### config.mk
export PLATFORM = sky130hd
export DESIGN_NAME = tcw_ctrl
export DESIGN_NICKNAME = d
export VERILOG_FILES = /design/src/hdl/tcw_pkg.sv /design/src/hdl/tcw_ctrl.sv
export SDC_FILE = /design/constraint.sdc
export NUM_CORES = 1
export LEC_CHECK = 0
export BUFFER_PORTS_ARGS = -buffer_cell sky130_fd_sc_hd__buf_2
export CAP_MARGIN = 0
export CORE_AREA = 2 2 39 41
export DETAILED_ROUTE_END_ITERATION = 16
export DIE_AREA = 0 0 41 43
export GPL_TIMING_DRIVEN = 0
export REMOVE_ABC_BUFFERS = 1
export SLEW_MARGIN = 15
export SYNTH_ARGS = -nofsm -noshare
export SYNTH_HDL_FRONTEND = slang
export SYNTH_SLANG_ARGS = --single-unit
export TNS_END_PERCENT = 10
### constraint.sdc
create_clock -name clk -period 3.4 [get_ports clk]
set_clock_uncertainty 0.15 [all_clocks]
set_input_delay 0.68 -clock clk [delete_from_list [all_inputs] [get_ports clk]]
set_output_delay 0.68 -clock clk [all_outputs]
set_load 0.02 [all_outputs]
### src/hdl/tcw_pkg.sv
// ---------------------------------------------------------------------------
// tcw_pkg
// shared types and constants of the text console writer
// ---------------------------------------------------------------------------
package tcw_pkg;

  localparam int ACTION_W = 2;
  localparam int CHAR_W   = 8;
  localparam int NCOL_W   = 7;
  localparam int NROW_W   = 5;
  localparam int INDEX_W  = 11;
  localparam int POS_W    = 11;
  localparam int WORD_W   = 16;
  localparam int ATTR_W   = 8;
  localparam int COLOR_W  = 4;

  localparam logic [WORD_W-1:0] BLANK_CELL = 16'h0F20;
  localparam logic [CHAR_W-1:0] CH_BS      = 8'h08;
  localparam logic [CHAR_W-1:0] CH_TAB     = 8'h09;
  localparam logic [CHAR_W-1:0] CH_LF      = 8'h0A;
  localparam logic [CHAR_W-1:0] CH_CR      = 8'h0D;
  localparam logic [CHAR_W-1:0] CH_FIRST   = 8'h20;
  localparam logic [CHAR_W-1:0] CH_LAST    = 8'h7F;
  localparam int                TAB_STOP   = 8;

  localparam logic [COLOR_W-1:0] FG_RESET = 4'hF;
  localparam logic [COLOR_W-1:0] BG_RESET = 4'h0;

  typedef enum logic [ACTION_W-1:0] {
    ACT_PUT   = 2'd0,
    ACT_CLEAR = 2'd1,
    ACT_SET   = 2'd2,
    ACT_READ  = 2'd3
  } action_t;

  typedef enum logic [0:0] {
    REG_FG = 1'b0,
    REG_BG = 1'b1
  } reg_idx_t;

  typedef enum logic [2:0] {
    ST_INIT,
    ST_IDLE,
    ST_READ,
    ST_SCROLL,
    ST_CLEAR
  } state_t;

  typedef struct packed {
    logic accept;
    logic sweep_clr;
    logic fill_step;
    logic scroll_step;
    logic load_result;
    logic load_read;
  } cmd_t;

  typedef struct packed {
    logic out_free;
    logic scroll_needed;
    logic fill_done;
    logic scroll_done;
  } status_t;

endpackage

### src/hdl/tcw_ctrl.sv
// ---------------------------------------------------------------------------
// tcw_ctrl
// sequencer: accepts requests, runs clear, scroll and read sequences
// ---------------------------------------------------------------------------
module tcw_ctrl (
  input  logic              clk,
  input  logic              rst,
  input  logic              s_tvalid,
  output logic              s_tready,
  input  tcw_pkg::action_t  action,
  input  tcw_pkg::status_t  status,
  output tcw_pkg::cmd_t     cmd
);

  tcw_pkg::state_t state;
  tcw_pkg::state_t state_next;
  logic            accept;

  assign accept = s_tvalid && s_tready;

  always_ff @(posedge clk) begin
    if (rst) begin
      state <= tcw_pkg::ST_INIT;
    end else begin
      state <= state_next;
    end
  end

  always_comb begin
    state_next = state;
    case (state)
      tcw_pkg::ST_INIT: begin
        if (status.fill_done) state_next = tcw_pkg::ST_IDLE;
      end
      tcw_pkg::ST_IDLE: begin
        if (accept) begin
          case (action)
            tcw_pkg::ACT_PUT: begin
              if (status.scroll_needed) state_next = tcw_pkg::ST_SCROLL;
            end
            tcw_pkg::ACT_CLEAR: state_next = tcw_pkg::ST_CLEAR;
            tcw_pkg::ACT_READ:  state_next = tcw_pkg::ST_READ;
            default:            state_next = tcw_pkg::ST_IDLE;
          endcase
        end
      end
      tcw_pkg::ST_READ:   state_next = tcw_pkg::ST_IDLE;
      tcw_pkg::ST_SCROLL: begin
        if (status.scroll_done) state_next = tcw_pkg::ST_IDLE;
      end
      tcw_pkg::ST_CLEAR: begin
        if (status.fill_done) state_next = tcw_pkg::ST_IDLE;
      end
      default: state_next = tcw_pkg::ST_INIT;
    endcase
  end

  always_comb begin
    cmd      = '0;
    s_tready = 1'b0;
    case (state)
      tcw_pkg::ST_INIT: begin
        cmd.fill_step = 1'b1;
      end
      tcw_pkg::ST_IDLE: begin
        s_tready      = status.out_free;
        cmd.sweep_clr = 1'b1;
        cmd.accept    = accept;
        cmd.load_result = accept &&
          ((action == tcw_pkg::ACT_SET) ||
           ((action == tcw_pkg::ACT_PUT) && !status.scroll_needed));
      end
      tcw_pkg::ST_READ: begin
        cmd.load_read = 1'b1;
      end
      tcw_pkg::ST_SCROLL: begin
        cmd.scroll_step = 1'b1;
        cmd.load_result = status.scroll_done;
      end
      tcw_pkg::ST_CLEAR: begin
        cmd.fill_step   = 1'b1;
        cmd.load_result = status.fill_done;
      end
      default: begin
        cmd = '0;
      end
    endcase
  end

endmodule

==> results of run 1 <==
==> through the flow <==
stage | setup WS (ns) | cell area, µm² | instances | util [%]
after floorplan | 1.00 | 275 | 33 | -
after global placement | 1.02 | 370 | 64 | 26.8
after detailed placement | 1.02 | 370 | 64 | 26.8
after CTS | 1.02 | 397 | 68 | 28.7
after global routing | 0.932 | 397 | 68 | 28.7
final | 1.04 | 397 | 68 | 28.7
==> kinds of logic (layout without fill, tap and decap cells) <==
| logic type | count (synthesis) | in the layout | share of synthesized area (%) |
|---|---|---|---|
| simple gates | 17 | 17 | 37.7 |
| flops | 3 | 3 | 21.8 |
| buf+inv | 3 | 22 | 4.09 |
| compound gates | 7 | 7 | 22.7 |
| fa+ha+maj | 3 | 3 | 13.6 |
==> worst max-delay path: cells and delay by family <==
| family | cells | cell delay [ns] |
|---|---|---|
| AO/OA/AOI/OAI | 1 | 0.12 |
| adder cells (fa/ha/maj) | 1 | 0.17 |
| buffers and inverters | 3 | 0.36 |
| AND/OR/NAND/NOR | 2 | 0.21 |
==> cells in the mapped netlist <==
cell | n | area (µm²)
ha_1 | 3 | 37.5
nand2_1 | 3 | 11.3
dfxtp_1 | 3 | 60.1
a32oi_1 | 1 | 8.76
nor2_1 | 4 | 15.0
nor2b_1 | 1 | 6.26
nand3_2 | 1 | 10.0
inv_1 | 3 | 11.3
and2b_1 | 1 | 7.51
nand2b_1 | 3 | 18.8
o31ai_1 | 1 | 7.51
o31ai_2 | 1 | 12.5
o32ai_1 | 1 | 8.76
o21ai_0 | 2 | 10.0
and3b_2 | 2 | 20.0
a311oi_2 | 1 | 15.0
nor3b_1 | 2 | 15.0
==> final cells by class <==
cell class / instances / share of cell area [%]
clock buffers: 4 / 6.62
multi-input cells: 27 / 51.4
repair buffers: 15 / 18.9
flip-flops and latches: 3 / 15.1
well taps: 16 / 5.05
inverters: 3 / 2.84
==> where the power goes <==
| part | internal [W] | leakage (nW) | switching, W |
|---|---|---|---|
| combinational | 0.0000125 | 0.159 | 0.0000160 |
| sequential | 0.0000367 | 0.0245 | 0.00000232 |
| clock | 0.0000439 | 0.0150 | 0.0000177 |
| total | 0.0000931 | 0.199 | 0.0000359 |
==> final timing paths <==
kind / endpoint / startpoint / cells past startpoint / slack [ns]
min reg2reg: state[2] / state[2] / 2 / 0.39
min: state[2] / state[2] / 2 / 0.39
max: cmd[1] / action[0] / 7 / 1.04
max reg2reg: state[0] / state[1] / 2 / 2.23
==> per-layer routing <==
metal,routed length (µm),global-route usage (%),share of wire [%],vias up
met2,242,9.69,42,13
met3,63,4.71,11,0
met5,0,0,0,-
met1,270,8.95,47,120
li1,-,-,-,156
met4,0,6.00,0,0
==> impl_metrics.json, run 1 <==
{
  "cpPeakStageDelay_ns": 0.18,
  "post-cts-setup-buffer-count": 0,
  "setup_viol": 0,
  "fp.dieArea_um2": 1760,
  "synth_cell_types": 17,
  "worst_skew_pair.late_latency_ns": 0.23,
  "dpl.hpwl_um": 478,
  "routed_wl_um": 576,
  "ff_latch_area_um2": 60.1,
  "hp-class": "reg -> reg",
  "initial_core_util_pct": 19.9,
  "cts_resized": 0,
  "cts_tree": "yes",
  "layout_commonest_cell": "buf_2",
  "drt_iter0_drc": 8,
  "p_total_w": 0.000129,
  "path_cells": "buf_2 > inv_1 > ha_1 > nand2b_1 > nor2b_1 > o21ai_0 > buf_2",
  "row_count": 14,
  "cpMostUsedCell": "buf_2",
  "largest_registers": "state: 3 flops",
  "max_flop_register": "state",
  "nFillCells": 155,
  "yosys_warnings": 0,
  "power-per-cell-area_nw_per_um2": 325,
  "peakVddDrop_v": 0.000120,
  "critPathLaunchType": "input pin",
  "ioPinCount": 16,
  "cp_slowest_cell": "buf_2",
  "core-area_um2": 1380,
  "crit_arrival_ns": 1.53,
  "postRouteAntennaNets": 0,
  "grt_max_degree": 9,
  "grtUsageTotal_pct": 7.72,
  "max_freq_ghz": 0.424,
  "worst_pin_slew_ns": 0.251,
  "holdWs_ns": 0.388,
  "htree_num_levels": 1,
  "place_congestion": 0.602,
  "area_growth_pct": 44.1,
  "timing.final.crit_period_ns": 2.36,
  "grt-ovfl-total": 0,
  "drive_gt1_share_pct": 44.2,
  "largest_reg_flops": 3,
  "synth.avg_cell_area_um2": 8.34,
  "rsz0062_at_grt": "false",
  "via_per_inst": 4.25,
  "ys_ff_latch": 3,
  "drc": 0,
  "hold_viol": 0,
  "worstPathRequired_ns": 2.57,
  "grt_pass1_vias": 248,
  "timing.max_cap.violations": 0,
  "fin_crit_sh_pct": 69.4,
  "syn-instance-count": 33,
  "chipHeight_um": 43,
  "fp.dieW_um": 41,
  "relSlewSlack_pct": 83.1,
  "fin_nets": 65,
  "cts_buffers": 3,
  "clock_sinks": 3,
  "antenna_cells": 0,
  "root_buffer": "clkbuf_4",
  "cts-hold-fix-buffers": 0,
  "via_count": 289,
  "antenna_found_initial": 0,
  "cts.path.max_buffers": 2,
  "status": "complete, no violations",
  "setup_tns_ns": 0,
  "io_buffers": 15,
  "yosysSeqAreaShare_pct": 21.8,
  "multi_input_area_um2": 204,
  "most-common-layout-cells": "buf_2, nor2_1",
  "cp_max_fo": 2,
  "drt-pass1-iter-count": 4,
  "synth_area_um2": 275,
  "grt_pass1_wl_um": 883,
  "cts.clk_slew.worst_paths_ns": 0.03,
  "cp-end-kind": "output port",
  "drv_slew": 0,
  "worstSetupPathType": "in -> out",
  "wl_per_cell_um": 8.47,
  "p_leak_nw": 0.199
}
(Power assumes the default switching activity.)
==> run 2, diff against run 1 <==
ABC_AREA = 1   (was default)
clock period = 1.9 ns   (was 3.4 ns; I/O delays follow)
==> run 2 against run 1 <==
Net effect:
- total power up 130%
- highest routed layer unchanged
- critical path depth down 2
- clock power up 79%
- critical endpoint unchanged
- utilization up 5.8 points
- hold slack worse by 0.22 ns
- worst setup slack worse by 0.96 ns
- via count up 30%
- critical path type is now reg -> out
==> impl_metrics.json, run 2 <==
{
  "status": "complete, no violations",
  "initial_core_util_pct": 24.0,
  "layout_commonest_cell": "buf_2",
  "drive_gt1_share_pct": 43.8,
  "io_buffers": 15,
  "r2r-end": "state[2]",
  "root_buffer": "clkbuf_4",
  "use_met1_pct": 9.90,
  "yosysSeqAreaShare_pct": 18.1,
  "min_to": "state[1]",
  "synth_area_leaders": "dfxtp_1, inv_1, ha_1, nor2_1, nand2_1",
  "dpl.hpwl_um": 608,
  "yosys_warnings": 0,
  "yosys_most_used_dff": "dfxtp_1",
  "cp-end-kind": "output port",
  "path_cells": "nand3_4 > nor3_2 > o21ai_1 > o211ai_1 > buf_4",
  "fin_cells": 89,
  "grt_pass1_wl_um": 1100,
  "fp.dieW_um": 41,
  "drt-pass1-iter-count": 3,
  "ioPinCount": 16,
  "syn-instance-count": 53,
  "hp-class": "in -> reg",
  "r2r_start": "state[2]",
  "most-common-layout-cells": "buf_2, inv_1, nor2_1, nand2_1",
  "fin_nets": 86,
  "synth.avg_cell_area_um2": 6.26,
  "row_count": 14,
  "grt_max_degree": 6,
  "power-per-cell-area_nw_per_um2": 631,
  "synth-edff-count": 0,
  "holdWs_ns": 0.168,
  "wl_per_cell_um": 8.44,
  "path_buf_inv": 1,
  "worst_skew_pair.late_latency_ns": 0.23,
  "fp.dieArea_um2": 1760,
  "critPathLaunchType": "flip-flop",
  "r2r_cells": 8,
  "yosysMostFrequentCell": "inv_1",
  "cpPeakStageDelay_ns": 0.43,
  "setup_ws_ns": 0.0802,
  "antenna_found_initial": 0,
  "fin_util_pct": 34.4,
  "cts_tree": "yes",
  "synth_area_um2": 332,
  "synth.top_cell.area_share_pct": 18.1,
  "cts_buffers": 3,
  "area_growth_pct": 43.8,
  "synthTopCellsByCount": "inv_1, nor2_1, nand2_1",
  "nFillCells": 157,
  "synth-async-reset-ratio_pct": 0,
  "peakVddDrop_v": 0.000247,
  "busiest_layer": "met2",
  "synth_cell_types": 18,
  "clock_sinks": 3,
  "p_leak_nw": 0.264,
  "hold_depth": 2,
  "largest_registers": "state: 3 flops",
  "cts-hold-fix-buffers": 0,
  "pre_cts_ws_ns": 0.101,
  "ys_ff_latch": 3,
  "cp_slowest_cell": "dfxtp_1",
  "drc": 0,
  "dp.cells": 84,
  "cp_max_fo": 5,
  "timing.final.crit_period_ns": 1.82,
  "grt_pass1_vias": 305,
  "via_per_inst": 4.21,
  "grtUsageTotal_pct": 9.42,
  "place_congestion": 0.740,
  "drt_iter0_drc": 2,
  "worstSetupPathType": "reg -> out",
  "hold_viol": 0,
  "htree_num_levels": 1,
  "worstPathRequired_ns": 1.37,
  "crit_arrival_ns": 1.29,
  "core-area_um2": 1380,
  "min_from": "rst",
  "antenna_cells": 0,
  "max_freq_ghz": 0.550,
  "worst_pin_slew_ns": 0.227,
  "critical_path.top_delay_family": "flip-flops",
  "largest_reg_flops": 3,
  "via_count": 375,
  "fin_crit_sh_pct": 95.8,
  "timing.max_cap.violations": 0,
  "cts.clk_slew.worst_paths_ns": 0.04,
  "max_flop_register": "state",
  "yosys.area.top_type": "dfxtp_1",
  "drv_slew": 0,
  "grt_use_met3_pct": 3.14,
  "relSlewSlack_pct": 84.9,
  "setup_viol": 0,
  "rrSetupSlack_ns": 0.49,
  "postRouteAntennaNets": 0,
  "use_met2_pct": 15.0,
  "routed_wl_um": 751,
  "cts.path.max_buffers": 2,
  "chipHeight_um": 43,
  "grt-ovfl-total": 0
}
## run 2: changes by cell type in the layout (fill, tap and decap cells not counted), moves of 3 or more
| cell | previous run | this run |
|---|---|---|
| nand4_1 | 0 | 3 |
| nor2_2 | 0 | 3 |
| inv_1 | 3 | 11 |
| nor2_1 | 4 | 9 |
| nand2_1 | 3 | 6 |
| nand2b_1 | 3 | 0 |
## run 2: worst max-delay path by stage
stage | end | start | cells past startpoint | slack [ns]
2_1_floorplan | cmd[1] | state[1] | 5 | 0.21
3_3_place_gp | cmd[1] | action[0] | 8 | 0.11
3_5_place_dp | cmd[1] | action[0] | 8 | 0.10
4_1_cts | cmd[1] | state[2] | 6 | 0.05
5_1_grt | cmd[1] | state[0] | 5 | -0.007
6_report | cmd[1] | state[0] | 5 | 0.08
## run 2: worst register-to-register path: cells and delay by family (launching register included)
| kind | cells | cell delay, ns |
|---|---|---|
| DFF | 1 | 0.32 |
| buffers and inverters | 2 | 0.23 |
| AOI/OAI and AO/OA | 1 | 0.13 |
| and+or+nand+nor | 5 | 0.48 |
## run 2: layout make-up
cell class / count / area [µm²] / share of cell area, %
multi-input cells: 37 / 235 / 49.3
repair buffers: 16 / 85.1 / 17.8
flip-flops and latches: 3 / 61.3 / 12.9
inverters: 13 / 48.8 / 10.2
clock buffers: 4 / 26.3 / 5.51
well taps: 16 / 20.0 / 4.20
## run 2: report_power, final
part	switching (W)	internal (W)	leakage (nW)
Sequential	0.00000787	0.0000696	0.0252
Clock	0.0000317	0.0000786	0.0150
Combinational	0.0000677	0.0000453	0.224
Total	0.000107	0.000194	0.264
## run 2: through the flow
stage / power, W / TNS, ns / cell area [µm²]
2_1_floorplan: 0.000150 / 0 / 332
3_3_place_gp: 0.000180 / 0 / 427
3_5_place_dp: 0.000181 / 0 / 427
4_1_cts: 0.000295 / 0 / 453
5_1_grt: 0.000324 / -0.00727 / 477
6_report: 0.000301 / 0 / 477
## run 2: per-layer routing
metal | vias to the layer above | part of all wire [%]
met5 | - | 0
met1 | 159 | 44
met4 | 0 | 0
li1 | 207 | -
met3 | 0 | 4.5
met2 | 9 | 51
## run 2: cell families (layout without fill, tap and decap cells)
group           count (synthesis)  in the layout  synth area share, %
buf+inv                        13             33                 14.7
compound gates                  4              4                 7.92
simple gates                   30             30                 47.9
flops                           3              3                 18.1
fa+ha+maj                       3              3                 11.3
## run 2: timing repair
action / CTS / global route
setup endpoints to repair: 0 / 1
buffers inserted: 0 / 1
gates resized for setup: 0 / 4
